==> src/apt_pkg.sv <==
// ============================================================================
// apt_pkg: shared types and constants for the affine point transform
// Coefficient widths, register map, reset values and lane control types.
// ============================================================================
package apt_pkg;

  localparam int DEF_FRAC_BITS   = 16;
  localparam int DEF_COORD_WIDTH = 32;

  localparam int COEF_W = 32;

  localparam int NUM_REGS     = 6;
  localparam int APB_DATA_W   = 64;
  localparam int APB_ADDR_W   = 6;
  localparam int REG_ADDR_LSB = 3;
  localparam int REG_IDX_W    = APB_ADDR_W - REG_ADDR_LSB;

  localparam logic [REG_IDX_W-1:0] REG_X_ROWS01 = 3'd0;
  localparam logic [REG_IDX_W-1:0] REG_X_ROWS23 = 3'd1;
  localparam logic [REG_IDX_W-1:0] REG_Y_ROWS01 = 3'd2;
  localparam logic [REG_IDX_W-1:0] REG_Y_ROWS23 = 3'd3;
  localparam logic [REG_IDX_W-1:0] REG_Z_ROWS01 = 3'd4;
  localparam logic [REG_IDX_W-1:0] REG_Z_ROWS23 = 3'd5;

  localparam logic [APB_DATA_W-1:0] REG_RESET [NUM_REGS] = '{
    64'h0000_0000_0001_0000,
    64'h0000_0000_0000_0000,
    64'h0001_0000_0000_0000,
    64'h0000_0000_0000_0000,
    64'h0000_0000_0000_0000,
    64'h0000_0000_0001_0000
  };

  typedef struct packed {
    logic s1_en;
    logic s2_en;
  } lane_ctrl_t;

  typedef struct packed {
    logic [APB_DATA_W-1:0] rows01;
    logic [APB_DATA_W-1:0] rows23;
  } col_coef_t;

endpackage

==> src/apt_moved_if.sv <==
// ============================================================================
// apt_moved_if: transformed point channel
// Valid/ready channel carrying one transformed point per transaction.
// ============================================================================
interface apt_moved_if #(
  parameter int COORD_WIDTH = apt_pkg::DEF_COORD_WIDTH
);
  logic                          valid;
  logic                          ready;
  logic signed [COORD_WIDTH-1:0] moved_x;
  logic signed [COORD_WIDTH-1:0] moved_y;
  logic signed [COORD_WIDTH-1:0] moved_z;

  modport source (output valid, output moved_x, output moved_y, output moved_z,
                  input ready);
  modport sink (input valid, input moved_x, input moved_y, input moved_z,
                output ready);
endinterface

==> src/apt_merge.sv <==
// ============================================================================
// apt_merge: result merge and output skid buffer
// Joins the three lane results into one transaction behind an output
// register and a skid register.
// ============================================================================
module apt_merge #(
  parameter int COORD_WIDTH = apt_pkg::DEF_COORD_WIDTH
) (
  input  logic                          clk_i,
  input  logic                          rst_ni,
  input  logic                          push_i,
  output logic                          ready_o,
  input  logic signed [COORD_WIDTH-1:0] lane_x_i,
  input  logic signed [COORD_WIDTH-1:0] lane_y_i,
  input  logic signed [COORD_WIDTH-1:0] lane_z_i,
  apt_moved_if.source                   moved_o
);
  import apt_pkg::*;

  logic                          out_valid_q, out_valid_d;
  logic                          skid_valid_q, skid_valid_d;
  logic signed [COORD_WIDTH-1:0] out_x_q, out_y_q, out_z_q;
  logic signed [COORD_WIDTH-1:0] skid_x_q, skid_y_q, skid_z_q;
  logic                          pop;
  logic                          load_out_new, load_out_skid, load_skid;

  assign ready_o = !skid_valid_q;
  assign pop     = out_valid_q && moved_o.ready;

  always_comb begin
    out_valid_d   = out_valid_q;
    skid_valid_d  = skid_valid_q;
    load_out_new  = 1'b0;
    load_out_skid = 1'b0;
    load_skid     = 1'b0;
    if (skid_valid_q) begin
      if (pop) begin
        load_out_skid = 1'b1;
        skid_valid_d  = 1'b0;
      end
    end else if (push_i) begin
      if (!out_valid_q || pop) begin
        load_out_new = 1'b1;
        out_valid_d  = 1'b1;
      end else begin
        load_skid    = 1'b1;
        skid_valid_d = 1'b1;
      end
    end else if (pop) begin
      out_valid_d = 1'b0;
    end
  end

  always_ff @(posedge clk_i or negedge rst_ni) begin
    if (!rst_ni) begin
      out_valid_q  <= 1'b0;
      skid_valid_q <= 1'b0;
    end else begin
      out_valid_q  <= out_valid_d;
      skid_valid_q <= skid_valid_d;
    end
  end

  always_ff @(posedge clk_i) begin
    if (load_out_new) begin
      out_x_q <= lane_x_i;
      out_y_q <= lane_y_i;
      out_z_q <= lane_z_i;
    end else if (load_out_skid) begin
      out_x_q <= skid_x_q;
      out_y_q <= skid_y_q;
      out_z_q <= skid_z_q;
    end
    if (load_skid) begin
      skid_x_q <= lane_x_i;
      skid_y_q <= lane_y_i;
      skid_z_q <= lane_z_i;
    end
  end

  assign moved_o.valid   = out_valid_q;
  assign moved_o.moved_x = out_x_q;
  assign moved_o.moved_y = out_y_q;
  assign moved_o.moved_z = out_z_q;

endmodule

==> src/flat_wrapper.sv <==
// flat-port wrapper written by rule: the top's interface ports become plain ports
module apt_merge_flat import apt_pkg::*;
#(
  parameter int COORD_WIDTH = apt_pkg::DEF_COORD_WIDTH
)
  (clk_i, rst_ni, push_i, ready_o, lane_x_i, lane_y_i, lane_z_i, moved_o_valid, moved_o_moved_x, moved_o_moved_y, moved_o_moved_z, moved_o_ready);
  apt_moved_if #(.COORD_WIDTH(COORD_WIDTH)) moved_o_i ();
  input  logic clk_i;
  input  logic rst_ni;
  input  logic push_i;
  output logic ready_o;
  input  logic signed [COORD_WIDTH-1:0] lane_x_i;
  input  logic signed [COORD_WIDTH-1:0] lane_y_i;
  input  logic signed [COORD_WIDTH-1:0] lane_z_i;
  output wire logic [$bits(moved_o_i.valid)-1:0] moved_o_valid;
  output wire logic [$bits(moved_o_i.moved_x)-1:0] moved_o_moved_x;
  output wire logic [$bits(moved_o_i.moved_y)-1:0] moved_o_moved_y;
  output wire logic [$bits(moved_o_i.moved_z)-1:0] moved_o_moved_z;
  input wire logic [$bits(moved_o_i.ready)-1:0] moved_o_ready;
  assign moved_o_valid = moved_o_i.valid;
  assign moved_o_moved_x = moved_o_i.moved_x;
  assign moved_o_moved_y = moved_o_i.moved_y;
  assign moved_o_moved_z = moved_o_i.moved_z;
  assign moved_o_i.ready = moved_o_ready;
  apt_merge #(.COORD_WIDTH(COORD_WIDTH)) u_core (.clk_i(clk_i), .rst_ni(rst_ni), .push_i(push_i), .ready_o(ready_o), .lane_x_i(lane_x_i), .lane_y_i(lane_y_i), .lane_z_i(lane_z_i), .moved_o(moved_o_i));
endmodule
==> config.mk <==
export PLATFORM = sky130hd
export DESIGN_NAME = apt_merge_flat
export DESIGN_NICKNAME = d
export VERILOG_FILES = /design/src/apt_pkg.sv /design/src/apt_moved_if.sv /design/src/apt_merge.sv /design/src/flat_wrapper.sv
export SDC_FILE = /design/constraint.sdc
export NUM_CORES = 1
export LEC_CHECK = 0
export BUFFER_PORTS_ARGS = -buffer_cell sky130_fd_sc_hd__buf_2
export CORE_UTILIZATION = 52
export DETAILED_ROUTE_END_ITERATION = 10
export PLACE_DENSITY = 0.89
export SYNTH_ARGS = -nofsm -noshare
export SYNTH_HDL_FRONTEND = slang
export SYNTH_SLANG_ARGS = --single-unit
export TNS_END_PERCENT = 20
==> constraint.sdc <==
create_clock -name clk_i -period 9.33 [get_ports clk_i]
set_input_delay 1.866 -clock clk_i [delete_from_list [all_inputs] [get_ports clk_i]]
set_output_delay 1.866 -clock clk_i [all_outputs]
set_load 0.005 [all_outputs]
### Word-level counts from Yosys, hierarchy flattened

Cells that the tools add are included.

| word-level totals | value |
|---|---|
| register bits after elaboration | 194 |
| input port bits | 100 |
| output and inout port bits | 98 |
| word-level logic and storage cells | 36 |

| cells by class | value |
|---|---|
| equal/unequal tests | 1 |
| multiplexer cells | 19 |
| bitwise operators | 1 |
| reductions and logical operators | 7 |

Operators by type and width:

| operator | count |
|---|---|
| 32-bit two-way mux | 6 |
| 1-bit two-way mux | 13 |
| 2-bit nonzero test | 2 |
| 3-bit AND reduction | 1 |
| 1-bit zero test | 2 |
| 2-bit by 1-bit != test with 1-bit output, second input constant | 1 |
| 1-bit logical AND | 1 |
| 1-bit logical OR | 1 |
| 1-bit NOT | 1 |

### Logic depth before layout (Yosys ltp)

Gate-level depths: netlist (run 1).

| depth | value |
|---|---|
| depth after elaboration | 6 |
| mapped depth | 5 |
| gate-level depth less buffers | 3 |

### Worst setup path before layout (run 1)

Ideal clock, no wire load.

| timing | value |
|---|---|
| kind | input port to flip-flop |
| from | input port moved_o_ready |
| to | register u_core.out_x_q[0], in the netlist u_core.moved_o.moved_x[0] (enable) |
| library setup time | 0.697 ns |
| arrival time | 8.949 ns |
| required time | 8.633 ns |
| slack | -0.316 ns |
| stages on the path | 2 |
| buffers on the path | 0 |
| path through | nand2b_2 -> a21boi_0 |

| on the way | value |
|---|---|
| cells in the longest elaborated chain, start to end | 6 |
| elaborated cells between the ends (all ways) | 8 |
| those cells by class | mux (5); reduce/logical (3) |

RTL lines:

| item | RTL line | source |
|---|---|---|
| from (decl) | flat_wrapper.sv:19 | `input wire logic [$bits(moved_o_i.ready)-1:0] moved_o_ready;` |
| 1-bit logical AND * | apt_merge.sv:28 | `assign pop = out_valid_q && moved_o.ready;` |
| 1-bit logical OR | apt_merge.sv:42 | `if (!out_valid_q \|\| pop) begin` |
| 1-bit two-way mux | apt_merge.sv:42 |  |
| 1-bit two-way mux | apt_merge.sv:41 | `end else if (push_i) begin` |
| 1-bit two-way mux | apt_merge.sv:36 | `if (skid_valid_q) begin` |
| 2-bit nonzero test (no line) * | - |  |
| to (signal assigned) | apt_merge.sv:66 | `out_x_q <= lane_x_i;` |
| to (signal assigned) | apt_merge.sv:70 | `out_x_q <= skid_x_q;` |
| to (decl) | apt_merge.sv:22 | `logic signed [COORD_WIDTH-1:0] out_x_q, out_y_q, out_z_q;` |

Mark *: on every way between the ends. The rest lies on a longest branch, timed or not.
A chain may end at the register's enable or synchronous reset.

### Final worst setup path (run 1)

| timing | value |
|---|---|
| from | input port moved_o_ready |
| to | register u_core.out_x_q[25], in the netlist u_core.moved_o.moved_x[25], data pin |

| on the way | value |
|---|---|
| cells in the longest elaborated chain, start to end | 6 |

RTL lines:

| item | RTL line | source |
|---|---|---|
| 1-bit logical AND | apt_merge.sv:28 |  |
| 1-bit logical OR | apt_merge.sv:42 |  |
| 1-bit two-way mux | apt_merge.sv:42 |  |
| 1-bit two-way mux | apt_merge.sv:41 |  |
| 1-bit two-way mux | apt_merge.sv:36 |  |
| 32-bit two-way mux | apt_merge.sv:65 | `if (load_out_new) begin` |

No other way between the ends.

==> out/metrics.cfg, run 1 <==
[placement]
hpwl_mm=8.58
numPlacedInstances=679
post_dp_cell_area_sq_um=8370
io_buffers=197
place_congestion=0.696

[layout]
fin_area_sq_um=8960
multiInputGateArea_sq_um=1310
synthToLayoutAreaGrowth_pct=24.6
layout.cells.non_filler=710
final_layout_size_suffix_gt1_frac=0.622
diodes=0
layout.nets=622
num-fill-cells=888
fin_util=0.672
regArea_sq_um=5820

[floorplanning]
die-area_sq_um=14300
core-area_sq_um=13300
fp.dieW_microns=120
num_rows=42
die_y_microns=120
initial_core_util=0.539
ioPinCount=198

[route]
drtPass1Iterations=4
totalWireLength_mm=12.7
route.met3.wl_microns=921
via_per_inst=5.03
ant_nets=0
vias=3572
wl_met2_mm=6.47
top_layer=met4
drc=0
first_iter_violations=230
met1_length_mm=5.13
wl_per_cell_microns=17.9

[power_and_ir_drop]
vdd_drop_max_uv=339
power_switching_mw=0.646
p_seq_frac=0.508
finalPower_mw=2.56
pwr-share-clk=0.281
powerDensity_nw_per_um2=286
p_int_mw=1.92
switching_share=0.252
p_comb_frac=0.211
leakage_nw=3.52

[grt]
grt_usage=0.186
grt_pass1_vias=3837
grt_max_degree=92
grt_pass1_wl_mm=19.6
antenna_found_initial=0
grt_overflow=0

[synth]
ys_ff_latch=194
synth_cells=312
ys_types=14
yosysTopAreaCellShare=0.802
seq_area_frac_synth=0.809
syn_nets=412
ys_warn_count=0
synth_area_leaders=edfxtp_1 (80%), mux2_2 (8.8%), mux2_4 (8.4%)
synth.avg_cell_area_sq_um=23.1
yosysTopAreaCell=edfxtp_1
synth_area_sq_um=7190

[clocking]
h-tree-depth=4
cts_tree=yes
numCtsBuffers=17
clock_path_buffers=2
cts_root_buf=clkbuf_16
postCtsSetupBuffers=0
cts_resized=0
clkSinkCount=194
cts_hold_buffers=0
path_clk_slew_ps=60
clk_latency_ps=420

[setup_path]
crit_path_end_kind=flop
critPathBufInv=2
cp_cell_sequence=buf_2 -> nand2b_2 -> nand3_4 -> buf_4 -> mux2_2
cp.arrival_ps=4000
cp_max_fo=53
required_ps=9490
cp_top_family=buffers and inverters
worstSetupPathType=primary input to flop
cp-start-kind=primary input
cp_slowest_cell=buf_4
cpPeakStageDelay_ps=730

[sta]
fin_crit_sh=0.412
period_needed_ps=3840
drv_slew=0
finalSetupViolations=0
hold_viol=0
rsz0062_at_grt=no
max_freq_ghz=0.260
setup_tns_ps=0
worst_pin_slew_ps=1200
slew_headroom=0.201
fin_worst_skew_ps=9.93

[worst_hold_path]
hold_path_class=flop to flop

[job]
maxCapViolations=0

[outcome]
outcome=finished, final reports clean

[state kept, by name, summed over array words and instances (netlist names)]
signal                  cells
u_core.moved_o.moved_x     32
u_core.moved_o.moved_y     32
u_core.moved_o.moved_z     32
u_core.skid_x_q            32
u_core.skid_y_q            32
u_core.skid_z_q            32
u_core.moved_o.valid        1
u_core.skid_valid_q         1
[synthesized netlist by cell type, drive strengths merged]
library cell	count
a21boi	1
a21oi	2
buf	10
dfrtp	2
edfxtp	192
inv	2
mux2	96
nand2	3
nand2b	1
nand3	1
nor2	1
o21ai	1
[routing by layer]
metal | up-vias | global-route usage
met3 | 17 | 0.0585
met4 | 0 | 0.0836
met1 | 1735 | 0.222
li1 | 1661 | -
met5 | - | 0
met2 | 159 | 0.308
[power groups by stage]
| stage | clock network, mW | registers, mW | logic (mW) |
|---|---|---|---|
| finish | 0.720 | 1.30 | 0.542 |
| global route | 0.769 | 1.32 | 0.585 |
| CTS | 0.736 | 1.31 | 0.553 |
| detailed placement | 0 | 1.32 | 0.551 |
| global placement | 0 | 1.31 | 0.528 |
| floorplan | 0 | 1.37 | 0.282 |
[placed cells by master, fill, tap and decap left out]
cell,n
a21boi_4,1
a21oi_1,2
buf_2,197
buf_4,4
bufinv_16,3
clkbuf_16,17
clkinv_2,4
clkinv_4,1
clkinvlp_4,5
dfrtp_1,2
edfxtp_1,192
inv_1,2
inv_6,1
mux2_2,56
mux2_4,40
nand2_1,3
nand2b_2,1
nand3_4,1
nor2_4,1
o21ai_0,1
[through the flow]
stage               setup WS [ps]  hold slack (ps)
floorplan                    2200              522
global placement             5110              525
detailed placement           5040              532
CTS                          5480              547
global route                 5410              558
finish                       5490              542
[cell families (layout without fill, tap and decap cells)]
family	count (synthesis)	in the layout	synth area share
multiplexers	96	96	0.171
buffers and inverters	12	234	0.0124
AO/OA/AOI/OAI	4	4	0.00313
flip-flops	194	194	0.809
AND/OR/NAND/NOR	6	6	0.00470
[final timing paths]
path | to | depth (start not counted) | slack [ps] | from
max reg2reg | u_core.moved_o.moved_x[25] | 4 | 6700 | u_core.moved_o.valid
min in group asynchronous | u_core.skid_valid_q | 1 | 1220 | rst_ni
max in group asynchronous | u_core.moved_o.valid | 1 | 8010 | rst_ni
min | u_core.moved_o.moved_z[16] | 1 | 540 | u_core.skid_z_q[16]
max | u_core.moved_o.moved_x[25] | 5 | 5490 | moved_o_ready
min reg2reg | u_core.moved_o.moved_z[16] | 1 | 540 | u_core.skid_z_q[16]
[cell type report]
type	instances	share of cell area
Sequential cell	194	0.649
Multi-Input combinational cell	106	0.147
Timing Repair Buffer	201	0.113
Clock buffer	17	0.0475
Tap cell	176	0.0246
Clock inverter	14	0.0184
Inverter	2	0.000838
Note: power is estimated with default switching activity, not from simulation.
==> run 2, diff against run 1 <==
Settings changed: ABC_AREA set to 1, CORE_UTILIZATION 52 to 47, PLACE_DENSITY 0.89 to 0.86.
Clock period 9.33 ns to 3.5 ns, I/O delays scaled along.
==> run 2 against run 1 <==
  * Power grew to 2.7 times the previous value
  * Synthesized area rose by 0.49%
  * Sequential power rose to 2.7 times the previous value
  * Non-clock buffer count rose by 2
  * Via count up 32%
  * Core utilization fell by 6.3 points
  * Sequential cell count unchanged
  * Sequential share of layout area shrank 0.13 points
  * Combinational power grew to 2.6 times the previous value
  * Clock skew decreased by 3.0 ps
==> out/metrics.cfg, run 2 <==
[outcome]
outcome=finished, final reports clean

[synth]
yosys-top-cells-count=nand2_1 (196), edfxtp_1 (192), nand3_1 (97), clkbuf_1 (15), buf_2 (8)
synth_edf_count=192
ys_warn_count=0
synth.most_common_cell=nand2_1
async_reset_ff_frac=0.0103
synth_area_leaders=edfxtp_1 (80%), nand2_1 (10%), nand3_1 (6.7%)
ys_ff_latch=194
yosysTopAreaCell=edfxtp_1
syn_nets=626
synth.avg_cell_area_sq_um=13.7
seq_area_frac_synth=0.805
ys_types=13
yosysTopAreaCellShare=0.798
synthFlopType=edfxtp_1
synth_area_sq_um=7230
synth_cells=526

[setup_path]
cp_slowest_cell=buf_4
crit_path_end_kind=flop
cpPeakStageDelay_ps=780
cp_max_fo=96
reg2reg_slack_ps=1260
cp.arrival_ps=2530
worstSetupPathType=flop to flop
ff2ff_path_depth=5
r2r-end=u_core.moved_o.moved_x[27]
critPathBufInv=1
cp_cell_sequence=nand2_4 -> nand2_4 -> buf_4 -> nand2_1 -> nand2_1
cp-start-kind=flop
required_ps=3790
cp_top_family=simple AND/OR/NAND/NOR gates
r2r_start=u_core.moved_o.valid

[route]
drc=0
via_per_inst=5.14
wl_per_cell_microns=16.0
totalWireLength_mm=14.7
ant_nets=0
first_iter_violations=361
vias=4703
drtPass1Iterations=4

[grt]
antenna_found_initial=1
grt_overflow=0
grt_max_degree=97
grt_pass1_wl_mm=23.1
grt_usage=0.192
grt_pass1_vias=4436

[floorplanning]
initial_core_util=0.490
ioPinCount=198
num_rows=44
core-area_sq_um=14800
die_y_microns=126
die-area_sq_um=15900
fp.dieW_microns=126

[layout]
final_cell_mix=buf_2 (197), nand2_1 (196), edfxtp_1 (192), nand3_1 (97), clkbuf_16 (17)
synthToLayoutAreaGrowth_pct=24.3
layout_commonest_cell=buf_2
regArea_sq_um=5820
multiInputGateArea_sq_um=1290
fin_area_sq_um=8980
final_layout_size_suffix_gt1_frac=0.325
num-fill-cells=1162
layout.nets=818

[clocking]
numCtsBuffers=17
h-tree-depth=4
cts_root_buf=clkbuf_16
cts_resized=0
clkSinkCount=194
path_clk_slew_ps=70
clock_path_buffers=2
cts_hold_buffers=0
cts_tree=yes
clk_latency_ps=430
postCtsSetupBuffers=0

[sta]
drv_slew=0
setup_tns_ps=0
hold_viol=0
fin_crit_sh=0.639
rsz0062_at_grt=no
slew_headroom=0.326
finalSetupViolations=0
max_freq_ghz=0.447
worst_pin_slew_ps=1010
period_needed_ps=2240
fin_worst_skew_ps=6.97

[power_and_ir_drop]
leakage_nw=3.79
powerDensity_nw_per_um2=760
vdd_drop_max_uv=371

[job]
maxCapViolations=0

[worst_hold_path]
hold_path_class=primary input to async pin

[placement]
hpwl_mm=8.97
place_congestion=0.756
io_buffers=197
post_dp_cell_area_sq_um=8390

## run 2: changes by cell type after synthesis, sizes merged, moves of 2 or more
cell    before  now
nand2        3  198
a21oi        2    0
buf         10   15
mux2        96    0
nand3        1   97
clkbuf       0   15
## run 2: worst max path at each step
stage                                     from                    endpoint  depth (start not counted)
final                     u_core.moved_o.valid  u_core.moved_o.moved_x[27]                          5
after global routing      u_core.moved_o.valid  u_core.moved_o.moved_x[27]                          5
after CTS                 u_core.moved_o.valid  u_core.moved_o.moved_x[24]                          5
after detailed placement         moved_o_ready  u_core.moved_o.moved_x[24]                          7
after global placement           moved_o_ready   u_core.moved_o.moved_y[8]                          7
after floorplan                  moved_o_ready          u_core.skid_x_q[0]                          5
## run 2: power by group
| group | internal, mW | switching [mW] |
|---|---|---|
| Clock | 1.12 | 0.824 |
| Combinational | 0.478 | 0.939 |
| Sequential | 3.30 | 0.165 |
| Total | 4.90 | 1.93 |
## run 2: stage by stage
| step | std cells | worst slack (ps) | hold WS [ps] | total power, mW | utilization |
|---|---|---|---|---|---|
| 2_1_floorplan | 526 | 435 | 404 | 4.26 | - |
| 3_3_place_gp | 883 | 875 | 486 | 4.89 | 0.569 |
| 3_5_place_dp | 883 | 804 | 485 | 4.95 | 0.569 |
| 4_1_cts | 914 | 1240 | 24.4 | 6.89 | 0.609 |
| 5_1_grt | 914 | 1030 | 19.4 | 7.16 | 0.609 |
| 6_report | 915 | 1260 | 42.3 | 6.82 | 0.609 |
## run 2: worst reg2reg max path, cell delays in order, from the launching register on
cell,delay (ps)
dfrtp_1,440
nand2_4,360
nand2_4,230
buf_4,780
nand2_1,190
nand2_1,100
## run 2: area by class of cell
type	instances	share of cell area
Clock buffer	18	0.0478
Multi-Input combinational cell	299	0.143
Inverter	3	0.00125
Antenna cell	1	0.000279
Timing Repair Buffer	203	0.116
Clock inverter	13	0.0180
Tap cell	184	0.0256
Sequential cell	194	0.648
## run 2: cells by family (layout without fill, tap and decap cells)
family / Yosys count / in the layout / synth area share
and+or+nand+nor: 297 / 297 / 0.173
DFF: 194 / 194 / 0.805
buffers and inverters: 33 / 237 / 0.0211
AOI/OAI and AO/OA: 2 / 2 / 0.00139
other: 0 / 1 / 0
## run 2: per-layer routing
| layer | global-route usage | vias to the layer above | wire length [microns] |
|---|---|---|---|
| li1 | - | 2247 | - |
| met1 | 0.254 | 2226 | 5850 |
| met2 | 0.301 | 209 | 7420 |
| met3 | 0.0603 | 21 | 1170 |
| met4 | 0.0709 | 0 | 212 |
| met5 | 0 | - | 0 |
